File: src/rtl/u8sd_pkg.sv
package u8sd_pkg;

    // Width of the script mask and the positions of the shared bits.
    localparam int SCRIPT_COUNT = 21;
    localparam int BIT_CJK      = SCRIPT_COUNT - 2;
    localparam int BIT_GENERIC  = SCRIPT_COUNT - 1;

    localparam int CP_W      = 21;
    localparam int BIT_IDX_W = $clog2(SCRIPT_COUNT);

    localparam logic [CP_W-1:0] CP_REPLACEMENT = 21'h00FFFD;
    localparam logic [CP_W-1:0] CP_MAX         = 21'h10FFFF;
    localparam logic [CP_W-1:0] CP_ASCII_END   = 21'h000080;
    localparam logic [CP_W-1:0] CP_MIN_2BYTE   = 21'h000080;
    localparam logic [CP_W-1:0] CP_MIN_3BYTE   = 21'h000800;
    localparam logic [CP_W-1:0] CP_MIN_4BYTE   = 21'h010000;

    // Sequence length codes (length of the sequence minus one).
    localparam logic [1:0] SEQ_NONE = 2'd0;
    localparam logic [1:0] SEQ_TWO  = 2'd1;
    localparam logic [1:0] SEQ_THREE = 2'd2;
    localparam logic [1:0] SEQ_FOUR = 2'd3;

    typedef struct packed {
        logic [CP_W-1:0]      lo;
        logic [CP_W-1:0]      hi;
        logic [BIT_IDX_W-1:0] bit_idx;
    } t_range;

    localparam int RANGE_COUNT = 55;

    localparam logic [BIT_IDX_W-1:0] B_CJK = BIT_IDX_W'(BIT_CJK);

    // Ordered by priority: the lowest index that matches wins.
    localparam t_range SCRIPT_RANGES [RANGE_COUNT] = '{
        '{21'h00600, 21'h006FF, 5'd0},  '{21'h00750, 21'h0077F, 5'd0},
        '{21'h008A0, 21'h008FF, 5'd0},  '{21'h0FB50, 21'h0FDFF, 5'd0},
        '{21'h0FE70, 21'h0FEFF, 5'd0},  '{21'h1EE00, 21'h1EEFF, 5'd0},
        '{21'h00590, 21'h005FF, 5'd1},  '{21'h0FB1D, 21'h0FB4F, 5'd1},
        '{21'h00900, 21'h0097F, 5'd2},  '{21'h0A8E0, 21'h0A8FF, 5'd2},
        '{21'h00980, 21'h009FF, 5'd3},
        '{21'h00A00, 21'h00A7F, 5'd4},
        '{21'h00A80, 21'h00AFF, 5'd5},
        '{21'h00B00, 21'h00B7F, 5'd6},
        '{21'h00B80, 21'h00BFF, 5'd7},
        '{21'h00C00, 21'h00C7F, 5'd8},
        '{21'h00C80, 21'h00CFF, 5'd9},
        '{21'h00D00, 21'h00D7F, 5'd10},
        '{21'h00D80, 21'h00DFF, 5'd11},
        '{21'h00E00, 21'h00E7F, 5'd12},
        '{21'h00E80, 21'h00EFF, 5'd13},
        '{21'h01000, 21'h0109F, 5'd14}, '{21'h0A9E0, 21'h0A9FF, 5'd14},
        '{21'h0AA60, 21'h0AA7F, 5'd14},
        '{21'h01780, 21'h017FF, 5'd15}, '{21'h019E0, 21'h019FF, 5'd15},
        '{21'h00530, 21'h0058F, 5'd16}, '{21'h0FB13, 21'h0FB17, 5'd16},
        '{21'h010A0, 21'h010FF, 5'd17}, '{21'h02D00, 21'h02D2F, 5'd17},
        '{21'h01C90, 21'h01CBF, 5'd17},
        '{21'h01200, 21'h0137F, 5'd18}, '{21'h01380, 21'h0139F, 5'd18},
        '{21'h02D80, 21'h02DDF, 5'd18}, '{21'h0AB01, 21'h0AB2E, 5'd18},
        '{21'h03040, 21'h0309F, B_CJK}, '{21'h030A0, 21'h030FF, B_CJK},
        '{21'h031F0, 21'h031FF, B_CJK}, '{21'h0FF66, 21'h0FF9D, B_CJK},
        '{21'h01100, 21'h011FF, B_CJK}, '{21'h03130, 21'h0318F, B_CJK},
        '{21'h0A960, 21'h0A97F, B_CJK}, '{21'h0AC00, 21'h0D7AF, B_CJK},
        '{21'h0D7B0, 21'h0D7FF, B_CJK},
        '{21'h03100, 21'h0312F, B_CJK}, '{21'h031A0, 21'h031BF, B_CJK},
        '{21'h03400, 21'h04DBF, B_CJK}, '{21'h04E00, 21'h09FFF, B_CJK},
        '{21'h0F900, 21'h0FAFF, B_CJK}, '{21'h20000, 21'h2A6DF, B_CJK},
        '{21'h2A700, 21'h2B73F, B_CJK}, '{21'h2B740, 21'h2B81F, B_CJK},
        '{21'h2B820, 21'h2CEAF, B_CJK}, '{21'h2CEB0, 21'h2EBEF, B_CJK},
        '{21'h30000, 21'h3134F, B_CJK}
    };

    // One-hot mask bit for a decoded code point; zero for ASCII.
    function automatic logic [SCRIPT_COUNT-1:0] classify_cp(input logic [CP_W-1:0] cp);
        logic [SCRIPT_COUNT-1:0] mask;
        logic [BIT_IDX_W-1:0]    idx;
        idx  = BIT_IDX_W'(BIT_GENERIC);
        mask = '0;
        // Walk from the back so that the earliest match has the final word.
        for (int i = RANGE_COUNT - 1; i >= 0; i--) begin
            if (cp >= SCRIPT_RANGES[i].lo && cp <= SCRIPT_RANGES[i].hi) begin
                idx = SCRIPT_RANGES[i].bit_idx;
            end
        end
        if (cp >= CP_ASCII_END) begin
            mask[idx] = 1'b1;
        end
        return mask;
    endfunction

endpackage

File: src/rtl/utf8_script_detector_core.sv
// A byte is registered on acceptance; the mask of a name is written into the
// output register when its last byte leaves the input register.
// Throughput: one byte per cycle, limited only by the output register being taken.
// Reset: i_rst_n is synchronous and active low; it empties both registers and
// clears the decoder state and the gathered mask.
module utf8_script_detector_core
    import u8sd_pkg::*;
(
    input  logic        i_clk,
    input  logic        i_rst_n,
    input  logic        s_axis_tvalid,
    output logic        s_axis_tready,
    input  logic [7:0]  s_axis_tdata,   // [7:0] data_byte
    input  logic        s_axis_tlast,   // end_of_name
    output logic        m_axis_tvalid,
    input  logic        m_axis_tready,
    output logic [23:0] m_axis_tdata    // [20:0] script_mask, [23:21] zero
);

    // The design is a two-register pipeline. The input register holds one
    // accepted byte. When the byte moves on, the decoder folds it into the running
    // UTF-8 state and the gathered script mask. When the byte closes a name,
    // the final mask is written into the output register and the state is
    // cleared, so that the first byte of the next name sees a fresh decoder.

    logic       r_in_valid;
    logic [7:0] r_in_byte;
    logic       r_in_last;

    logic [1:0]              r_pending;
    logic [1:0]              r_seq_len;
    logic [CP_W-1:0]         r_partial;
    logic [SCRIPT_COUNT-1:0] r_seen;
    logic                    r_term;

    logic                    r_out_valid;
    logic [SCRIPT_COUNT-1:0] r_out_mask;

    logic [1:0]              n_pending;
    logic [1:0]              n_seq_len;
    logic [CP_W-1:0]         n_partial;
    logic                    n_term;
    logic [SCRIPT_COUNT-1:0] n_seen;

    logic                    process_en;
    logic                    is_cont;
    logic [CP_W-1:0]         cp_shifted;
    logic [CP_W-1:0]         cp_min;
    logic [CP_W-1:0]         cp_final;
    logic [SCRIPT_COUNT-1:0] generic_bit;

    // A byte that does not end a name never needs the output register, so it
    // always moves on. A closing byte waits until the output register is free
    // or is being emptied in this same cycle.
    assign process_en    = r_in_valid && (!r_in_last || !r_out_valid || m_axis_tready);
    assign s_axis_tready = !r_in_valid || process_en;

    assign m_axis_tvalid = r_out_valid;
    assign m_axis_tdata  = {{(24 - SCRIPT_COUNT){1'b0}}, r_out_mask};

    assign generic_bit = SCRIPT_COUNT'(1) << BIT_GENERIC;

    // A continuation byte only counts as such while a sequence is open.
    assign is_cont    = (r_pending != 2'd0) && (r_in_byte[7:6] == 2'b10);
    assign cp_shifted = {r_partial[CP_W-7:0], r_in_byte[5:0]};

    // Overlong forms and values beyond the Unicode range become U+FFFD.
    always_comb begin
        unique case (r_seq_len)
            SEQ_TWO:   cp_min = CP_MIN_2BYTE;
            SEQ_THREE: cp_min = CP_MIN_3BYTE;
            default:   cp_min = CP_MIN_4BYTE;
        endcase
        if (cp_shifted < cp_min || cp_shifted > CP_MAX) begin
            cp_final = CP_REPLACEMENT;
        end else begin
            cp_final = cp_shifted;
        end
    end

    always_comb begin
        n_pending = r_pending;
        n_seq_len = r_seq_len;
        n_partial = r_partial;
        n_term    = r_term;
        n_seen    = r_seen;
        if (!r_term) begin
            if (is_cont) begin
                n_partial = cp_shifted;
                n_pending = r_pending - 2'd1;
                if (r_pending == 2'd1) begin
                    n_seen = r_seen | classify_cp(cp_final);
                end
            end else begin
                // A broken sequence marks the fallback bit, and the same byte
                // is then decoded again as the start of a new character.
                if (r_pending != 2'd0) begin
                    n_seen    = n_seen | generic_bit;
                    n_pending = 2'd0;
                    n_seq_len = SEQ_NONE;
                    n_partial = '0;
                end
                if (r_in_byte == 8'h00) begin
                    n_term = 1'b1;
                end else if (r_in_byte[7] == 1'b0) begin
                    // ASCII characters do not touch the mask.
                end else if (r_in_byte[7:5] == 3'b110) begin
                    n_partial = CP_W'(r_in_byte[4:0]);
                    n_pending = 2'd1;
                    n_seq_len = SEQ_TWO;
                end else if (r_in_byte[7:4] == 4'b1110) begin
                    n_partial = CP_W'(r_in_byte[3:0]);
                    n_pending = 2'd2;
                    n_seq_len = SEQ_THREE;
                end else if (r_in_byte[7:3] == 5'b11110) begin
                    n_partial = CP_W'(r_in_byte[2:0]);
                    n_pending = 2'd3;
                    n_seq_len = SEQ_FOUR;
                end else begin
                    // Stray continuation bytes and impossible lead bytes.
                    n_seen = n_seen | generic_bit;
                end
            end
        end
        // A name that ends inside an open sequence counts as a bad character.
        if (r_in_last && n_pending != 2'd0 && !n_term) begin
            n_seen = n_seen | generic_bit;
        end
    end

    always_ff @(posedge i_clk) begin
        if (!i_rst_n) begin
            r_in_valid <= 1'b0;
        end else if (s_axis_tready) begin
            r_in_valid <= s_axis_tvalid;
        end
    end

    always_ff @(posedge i_clk) begin
        if (s_axis_tready && s_axis_tvalid) begin
            r_in_byte <= s_axis_tdata;
            r_in_last <= s_axis_tlast;
        end
    end

    always_ff @(posedge i_clk) begin
        if (!i_rst_n) begin
            r_pending <= 2'd0;
            r_seq_len <= SEQ_NONE;
            r_partial <= '0;
            r_seen    <= '0;
            r_term    <= 1'b0;
        end else if (process_en) begin
            if (r_in_last) begin
                r_pending <= 2'd0;
                r_seq_len <= SEQ_NONE;
                r_partial <= '0;
                r_seen    <= '0;
                r_term    <= 1'b0;
            end else begin
                r_pending <= n_pending;
                r_seq_len <= n_seq_len;
                r_partial <= n_partial;
                r_seen    <= n_seen;
                r_term    <= n_term;
            end
        end
    end

    always_ff @(posedge i_clk) begin
        if (!i_rst_n) begin
            r_out_valid <= 1'b0;
        end else if (process_en && r_in_last) begin
            r_out_valid <= 1'b1;
        end else if (m_axis_tready) begin
            r_out_valid <= 1'b0;
        end
    end

    always_ff @(posedge i_clk) begin
        if (process_en && r_in_last) begin
            r_out_mask <= n_seen;
        end
    end

endmodule
File: config.mk
export PLATFORM = sky130hd
export DESIGN_NAME = utf8_script_detector_core
export DESIGN_NICKNAME = d
export VERILOG_FILES = /design/src/rtl/u8sd_pkg.sv /design/src/rtl/utf8_script_detector_core.sv
export SDC_FILE = /design/constraint.sdc
export NUM_CORES = 1
export LEC_CHECK = 0
export ABC_CLOCK_PERIOD_IN_PS = 5050
export BUFFER_PORTS_ARGS = -buffer_cell sky130_fd_sc_hd__buf_2
export CORE_MARGIN = 2
export CORE_UTILIZATION = 38
export CTS_CLUSTER_SIZE = 28
export DETAILED_ROUTE_END_ITERATION = 10
export PLACE_DENSITY = 0.61
export SETUP_SLACK_MARGIN = 0.5
export SLEW_MARGIN = 0
export SYNTH_ARGS = -nofsm -noshare
export SYNTH_HDL_FRONTEND = slang
export SYNTH_SLANG_ARGS = --single-unit
File: constraint.sdc
create_clock -name i_clk -period 5.05 [get_ports i_clk]
set_clock_uncertainty 0.1 [all_clocks]
set_input_delay 0.7575 -clock i_clk [delete_from_list [all_inputs] [get_ports i_clk]]
set_output_delay 0.7575 -clock i_clk [all_outputs]
set_load 0.02 [all_outputs]
=== Word level (Yosys, flattened, before mapping) ===
Cells that the tools add are included.

* Flip-flop bits (word level): 79
* Input port bits: 13
* Output and inout port bits: 26
* Logic and storage cells: 322

* Add/sub/neg operators: 1
* Order comparisons: 115
* Eq/ne operators: 9
* Multiplexer cells: 110
* Bitwise operators: 1
* Reductions and logical operators: 76

{| class="wikitable"
|+ Operators by type and width
! operator !! count
|-
| $mux W21 || 25
|-
| $le A21 B16 Y1 const B || 14
|-
| $mux W5 || 57
|-
| $ge A21 B12 Y1 const B || 13
|-
| $ge A21 B16 Y1 const B || 13
|-
| $le A21 B12 Y1 const B || 13
|-
| $ge A21 B14 Y1 const B || 9
|-
| $ge A21 B13 Y1 const B || 8
|-
| $le A21 B13 Y1 const B || 8
|-
| $le A21 B14 Y1 const B || 8
|-
| $ge A21 B18 Y1 const B || 6
|-
| $le A21 B18 Y1 const B || 6
|-
| $ge A21 B11 Y1 const B || 4
|-
| $le A21 B11 Y1 const B || 4
|-
| $logic_and A1 B1 Y1 || 62
|-
| $mux W2 || 18
|-
| $pmux W17 S2 || 1
|-
| $ge A21 B15 Y1 const B || 1
|-
| $ge A21 B17 Y1 const B || 1
|-
| $ge A21 B8 Y1 const B || 1
|-
| $gt A21 B21 Y1 const B || 1
|-
| $le A21 B15 Y1 const B || 1
|-
| $le A21 B17 Y1 const B || 1
|-
| $lt A21 B21 Y1 || 1
|-
| 19 further kinds || 36
|}

=== Depth between registers and ports, before layout ===
* Word-level depth: 79
* Mapped depth: 16
* Gate-level depth less buffers: 14

=== Worst setup path after synthesis ===
OpenSTA, ideal clock, no wires.

* Path type: reg2reg
* Start point: reg r_seq_len[0]
* End point: reg r_out_mask[16], data pin
* Arrival time: 3304 ps
* Data required time: 4691 ps
* Setup slack: 1387 ps
* Cell stages (with the launch flop): 16
* Path buffers: 1
* Cells stage by stage: dfxtp_1 > inv_1 > ha_1 > inv_1 > ha_1 > o21ai_0 > a31oi_1 > o21ai_4 > buf_2 > nor4b_1 > o311ai_1 > nor4_1 > nand4_1 > nor3_1 > nand3b_4 > o21bai_1

* Longest elaborated chain between the ends: 78

{| class="wikitable"
|+ RTL lines
! what !! line !! source
|-
| start, declared || utf8_script_detector_core.sv:31 || <nowiki>logic [1:0] r_seq_len;</nowiki>
|-
| start signal, assigned || utf8_script_detector_core.sv:162 || <nowiki>r_seq_len <= n_seq_len;</nowiki>
|-
| $eq A2 B2 Y1 / $eq A2 B1 Y1 (equally long branches) || utf8_script_detector_core.sv:69 || <nowiki>unique case (r_seq_len)</nowiki>
|-
| $pmux W17 S2 * || utf8_script_detector_core.sv:69 ||
|-
| $lt A21 B21 Y1 * || utf8_script_detector_core.sv:74 || <nowiki>if (cp_shifted < cp_min || cp_shifted > CP_MAX) begin</nowiki>
|-
| $logic_or A1 B1 Y1 * || utf8_script_detector_core.sv:74 ||
|-
| $mux W21 * || utf8_script_detector_core.sv:74 ||
|-
| $ge A21 B18 Y1 / $le A21 B18 Y1 (equally long branches) || u8sd_pkg.sv:81 || <nowiki>if (cp >= SCRIPT_RANGES[i].lo && cp <= SCRIPT_RANGES[i].hi) begin</nowiki>
|-
| $logic_and A1 B1 Y1 || u8sd_pkg.sv:81 ||
|-
| $mux W3 || u8sd_pkg.sv:81 ||
|-
| [... 63 more ...] || n/a ||
|-
| $mux W21 * || utf8_script_detector_core.sv:88 || <nowiki>if (is_cont) begin</nowiki>
|-
| $mux W21 * || utf8_script_detector_core.sv:87 || <nowiki>if (!r_term) begin</nowiki>
|-
| $or A21 B21 Y21 * || utf8_script_detector_core.sv:92 || <nowiki>n_seen = r_seen | classify_cp(cp_final);</nowiki>
|-
| $mux W21 * || utf8_script_detector_core.sv:91 || <nowiki>if (r_pending == 2'd1) begin</nowiki>
|-
| $mux W21 * || utf8_script_detector_core.sv:88 ||
|-
| $mux W21 * || utf8_script_detector_core.sv:87 ||
|-
| $mux W21 * || utf8_script_detector_core.sv:126 || <nowiki>if (r_in_last && n_pending != 2'd0 && !n_term) begin</nowiki>
|-
| named net n_seen[16] || utf8_script_detector_core.sv:43 || <nowiki>logic [SCRIPT_COUNT-1:0] n_seen;</nowiki>
|-
| end signal, assigned || utf8_script_detector_core.sv:182 || <nowiki>r_out_mask <= n_seen;</nowiki>
|-
| end, declared || utf8_script_detector_core.sv:37 || <nowiki>logic [SCRIPT_COUNT-1:0] r_out_mask;</nowiki>
|}

Mark *: on every way through the listed nets, which the timed path passes. The rest lies on a longest branch. The select of a mux whose other input is x is not followed.
A chain may end at the register's enable or synchronous reset.

=== Final worst setup path ===
* Start point: reg r_partial[3]
* End point: reg r_seen[17]

* Longest elaborated chain between the ends: 77

{| class="wikitable"
|+ RTL lines
! what !! line !! source
|-
| start, declared || utf8_script_detector_core.sv:32 || <nowiki>logic [CP_W-1:0] r_partial;</nowiki>
|-
| start signal, assigned || utf8_script_detector_core.sv:163 || <nowiki>r_partial <= n_partial;</nowiki>
|-
| $lt A21 B21 Y1 / $gt A21 B21 Y1 (equally long branches) || utf8_script_detector_core.sv:74 ||
|-
| $logic_or A1 B1 Y1 || utf8_script_detector_core.sv:74 ||
|-
| $mux W21 * || utf8_script_detector_core.sv:74 ||
|-
| $ge A21 B18 Y1 / $le A21 B18 Y1 (equally long branches) || u8sd_pkg.sv:81 ||
|-
| $logic_and A1 B1 Y1 || u8sd_pkg.sv:81 ||
|-
| $mux W3 || u8sd_pkg.sv:81 ||
|-
| $mux W5 (54 in a row) || u8sd_pkg.sv:81 ||
|-
| $mux W5 || utf8_script_detector_core.sv:91 ||
|-
| [... 8 more ...] || n/a ||
|-
| $mux W21 * || utf8_script_detector_core.sv:88 ||
|-
| $mux W21 * || utf8_script_detector_core.sv:87 ||
|-
| $or A21 B21 Y21 * || utf8_script_detector_core.sv:92 ||
|-
| $mux W21 * || utf8_script_detector_core.sv:91 ||
|-
| $mux W21 * || utf8_script_detector_core.sv:88 ||
|-
| $mux W21 * || utf8_script_detector_core.sv:87 ||
|-
| $mux W21 * || utf8_script_detector_core.sv:126 ||
|-
| $mux W21 * || utf8_script_detector_core.sv:154 || <nowiki>if (r_in_last) begin</nowiki>
|-
| end signal, assigned || utf8_script_detector_core.sv:164 || <nowiki>r_seen <= n_seen;</nowiki>
|-
| end, declared || utf8_script_detector_core.sv:33 || <nowiki>logic [SCRIPT_COUNT-1:0] r_seen;</nowiki>
|}

Mark *: on every way between the ends. The rest lies on a longest branch, timed or not. The select of a mux whose other input is x is not followed.

==> flow_summary_export.csv <==
group,metric,value,unit
run_status,status,"completed",
sta,drv_slew,0,
layout,fill_cells,1616,
place,hpwl,17900,um
logic_synthesis,synth-async-reset-ratio,0,
setup_path,crit_required,5.19,ns
logic_synthesis,syn_area,6120,um2
layout,final_core_util,0.435,
sta,setup_slack,0.673,ns
sta,setup_violations,0,
setup_path,slowest_delay,0.88,ns
logic_synthesis,yosysWarnings,0,
hold_path,hp-class,"flip-flop to flip-flop",
setup_path,crit_arrival,4.52,ns
logic_synthesis,yosys-top-cells-area,"edfxtp_1 15%, dfxtp_1 14%, nand2_1 4.2%",
logic_synthesis,synthMuxAreaShare,0.00184,
place,place_area,6550,um2
setup_path,setup.worst_path.start_class,"flip-flop",
setup_path,crit_fanout,16,
clock_tree,cts.path.max_buffers,2,
clock_tree,clkSlewWorstSetupHoldPaths,0.06,ns
sta,rsz0062_at_grt,"no",
grt,grt.overflow.total,0,
detailed_routing,drtAntennaViolNets,0,
layout,layout.nets,822,
logic_synthesis,seq_area_frac_synth,0.288,
detailed_routing,routed_wl,24500,um
clock_tree,ctsResizeCount,0,
detailed_routing,drc_errors,0,
layout,area_growth,12.7,%
clock_tree,post_cts_buffers,0,
floorplan,row_count,46,
floorplan,start_util,0.386,
logic_synthesis,synth_ff_type,"dfxtp_1",
sta,period_share,0.867,
logic_synthesis,synth_top_family_by_area,"simple AND/OR/NAND/NOR gates",
logic_synthesis,yosysTopAreaCell,"edfxtp_1",
setup_path,end_kind,"flip-flop",
logic_synthesis,synth.distinct_cells,92,
setup_path,critPathKind,"flip-flop to flip-flop",
sta,final-hold-violation-count,0,
logic_synthesis,synth-simple-area-share,0.350,
detailed_routing,via_per_inst,6.72,
hold_path,hp-start,"r_seen[2]",
place,pre_cts_ws,0.788,ns
power_and_ir_drop,powerDensity,219,nW/um2
logic_synthesis,synth_most_common_cell,"nand2_1",
grt,grt.total_usage,0.290,
layout,design_area,6890,um2
sta,worst_pin_slew,1.13,ns
layout,num_antenna_cells,0,
sta,fin_setup_tns,0,ns
hold_path,hold_depth,2,
clock_tree,root_buffer,"clkbuf_16",
logic_synthesis,synth-edff-count,30,
power_and_ir_drop,ir_worst_vdd,249,uV
clock_tree,cts_max_level,3,
detailed_routing,drt-initial-drc-count,1075,
place,gp_congestion,1.06,
clock_tree,cts_tree,"yes",
logic_synthesis,yosysTopAreaCellShare,0.147,
logic_synthesis,synth-seq-cells,73,
detailed_routing,vias,6877,
job,cap_violations,0,
setup_path,r2r_end,"r_seen[17]",
grt,grt_max_degree,34,
sta,clock.fmax,228,MHz
floorplan,coreArea,15800,um2
setup_path,reg2regPathDepth,10,
place,port_buffers,35,
sta,min_period,4.38,ns
floorplan,fp.dieH,131,um
power_and_ir_drop,p_leak,2.42,nW
logic_synthesis,syn_inst,789,
sta,relSlewSlack,0.225,
logic_synthesis,syn_area_per_cell,7.75,um2
clock_tree,numCtsBuffers,9,
detailed_routing,firstDrtPassIters,6,
logic_synthesis,synth_adder_area_share,0.0123,
logic_synthesis,synth-xor-area-share,0,
setup_path,crit_chain,"nor4_1, a31oi_1, buf_4, o21ai_4, nor3_1, or4_4, nand4bb_1, nor2_2, inv_2, o41ai_2",
setup_path,critPathSlowestCell,"nor4_1",
floorplan,die_x,131,um
grt,grt_pass1_vias,6369,
floorplan,ios,39,
detailed_routing,wl_per_cell,23.9,um
setup_path,regToRegSetupSlack,0.67,ns
layout,fin_cells,1024,
grt,grt_pass1_wl,37600,um
layout,layout-drive-gt1-share,0.153,
setup_path,reg2reg_from,"r_partial[3]",
logic_synthesis,synthTopCellsByCount,"69 x nand2_1, 59 x nor2_1, 48 x clkbuf_1",
clock_tree,insertion_delay,0.34,ns
clock_tree,cts.sinks,73,
logic_synthesis,synth_compound_area_frac,0.288,
place,dp.cells,1008,
grt,antenna_found_initial,0,
hold_path,worst_hold_path.endpoint,"r_seen[2]",
clock_tree,cts-hold-fix-buffers,0,
floorplan,dieArea,17100,um2
-- power by group --
group          internal (mW)  total, mW  switching (mW)
registers              0.623      0.636          0.0133
logic                 0.0430      0.139          0.0961
clock network          0.485      0.734           0.249
-- worst max-delay path: cells and delay by family, from the launching register on --
family | cells | cell delay [ns]
simple gates | 5 | 2.35
compound gates | 3 | 0.98
flops | 1 | 0.52
buf+inv | 2 | 0.32
-- state kept, by name, indices dropped and copies added, names as in the netlist --
name           count
m_axis_tvalid      1
r_in_byte          8
r_in_last          1
r_in_valid         1
r_out_mask        21
r_partial         15
r_pending          2
r_seen            21
r_seq_len          2
r_term             1
-- how the worst max path moves through the flow --
| stage | from | end | slack, ns | cells past startpoint |
|---|---|---|---|---|
| after floorplan | r_seq_len[0] | r_out_mask[16] | 1.39 | 15 |
| after global placement | r_partial[3] | r_seen[17] | 0.73 | 10 |
| after detailed placement | r_partial[3] | r_seen[17] | 0.79 | 10 |
| after CTS | r_partial[3] | r_seen[17] | 0.79 | 10 |
| after global routing | r_partial[3] | r_seen[17] | 0.51 | 10 |
| final | r_partial[3] | r_seen[17] | 0.67 | 10 |
-- per-layer routing --
layer | wire length (um) | vias to the layer above | track usage
li1 | - | 3071 | -
met1 | 10500 | 3196 | 0.410
met2 | 10100 | 479 | 0.407
met3 | 2450 | 131 | 0.0623
met4 | 1450 | 0 | 0.164
met5 | 0 | - | 0
-- logic make-up (layout without fill, tap and decap cells) --
logic type / count (synthesis) / in the layout
and+or+nand+nor: 377 / 377
AOI/OAI and AO/OA: 243 / 243
buffers and inverters: 88 / 105
DFF: 73 / 73
adders and majority gates: 6 / 6
other: 1 / 3
muxes: 1 / 1
-- cells in the final DEF (no fill, tap or decap), types with 6 or more instances in the layout --
| master | count |
|---|---|
| a21o_1 | 15 |
| inv_1 | 14 |
| a211oi_1 | 13 |
| ha_1 | 6 |
| and2_1 | 17 |
| nor3_1 | 32 |
| nor2_1 | 59 |
| o31ai_1 | 9 |
| clkbuf_16 | 9 |
| buf_2 | 35 |
| and4_1 | 7 |
| a21oi_1 | 32 |
| or4_1 | 7 |
| o21ai_1 | 7 |
| nor4_1 | 18 |
| dfxtp_1 | 43 |
| o21ai_0 | 31 |
| nand4_1 | 24 |
| o22ai_1 | 8 |
| nand2b_1 | 24 |
| o21a_1 | 10 |
| nor2b_1 | 25 |
| edfxtp_1 | 30 |
| nand3_1 | 32 |
| nor4b_1 | 6 |
| o211ai_1 | 11 |
| nand2_1 | 69 |
| buf_4 | 37 |
| a31oi_1 | 23 |
| a22oi_1 | 16 |
| and3_1 | 10 |
| nand4b_1 | 8 |
| a32oi_1 | 7 |
| or2_2 | 8 |
-- stage by stage --
stage               hold WS (ns)  total power [mW]
floorplan                  0.319             0.745
global placement           0.331             0.787
detailed placement         0.340             0.785
CTS                        0.351              1.52
global route               0.367              1.56
finish                     0.350              1.51
-- cell type report --
class | count | area, um2 | area share
Clock buffer | 10 | 229 | 0.0332
Clock inverter | 6 | 116 | 0.0169
Inverter | 17 | 63.8 | 0.00926
Multi-Input combinational cell | 630 | 4000 | 0.580
Sequential cell | 73 | 1760 | 0.256
Tap cell | 216 | 270 | 0.0392
Timing Repair Buffer | 72 | 453 | 0.0657
No activity file was read; power rests on OpenSTA's default activity.
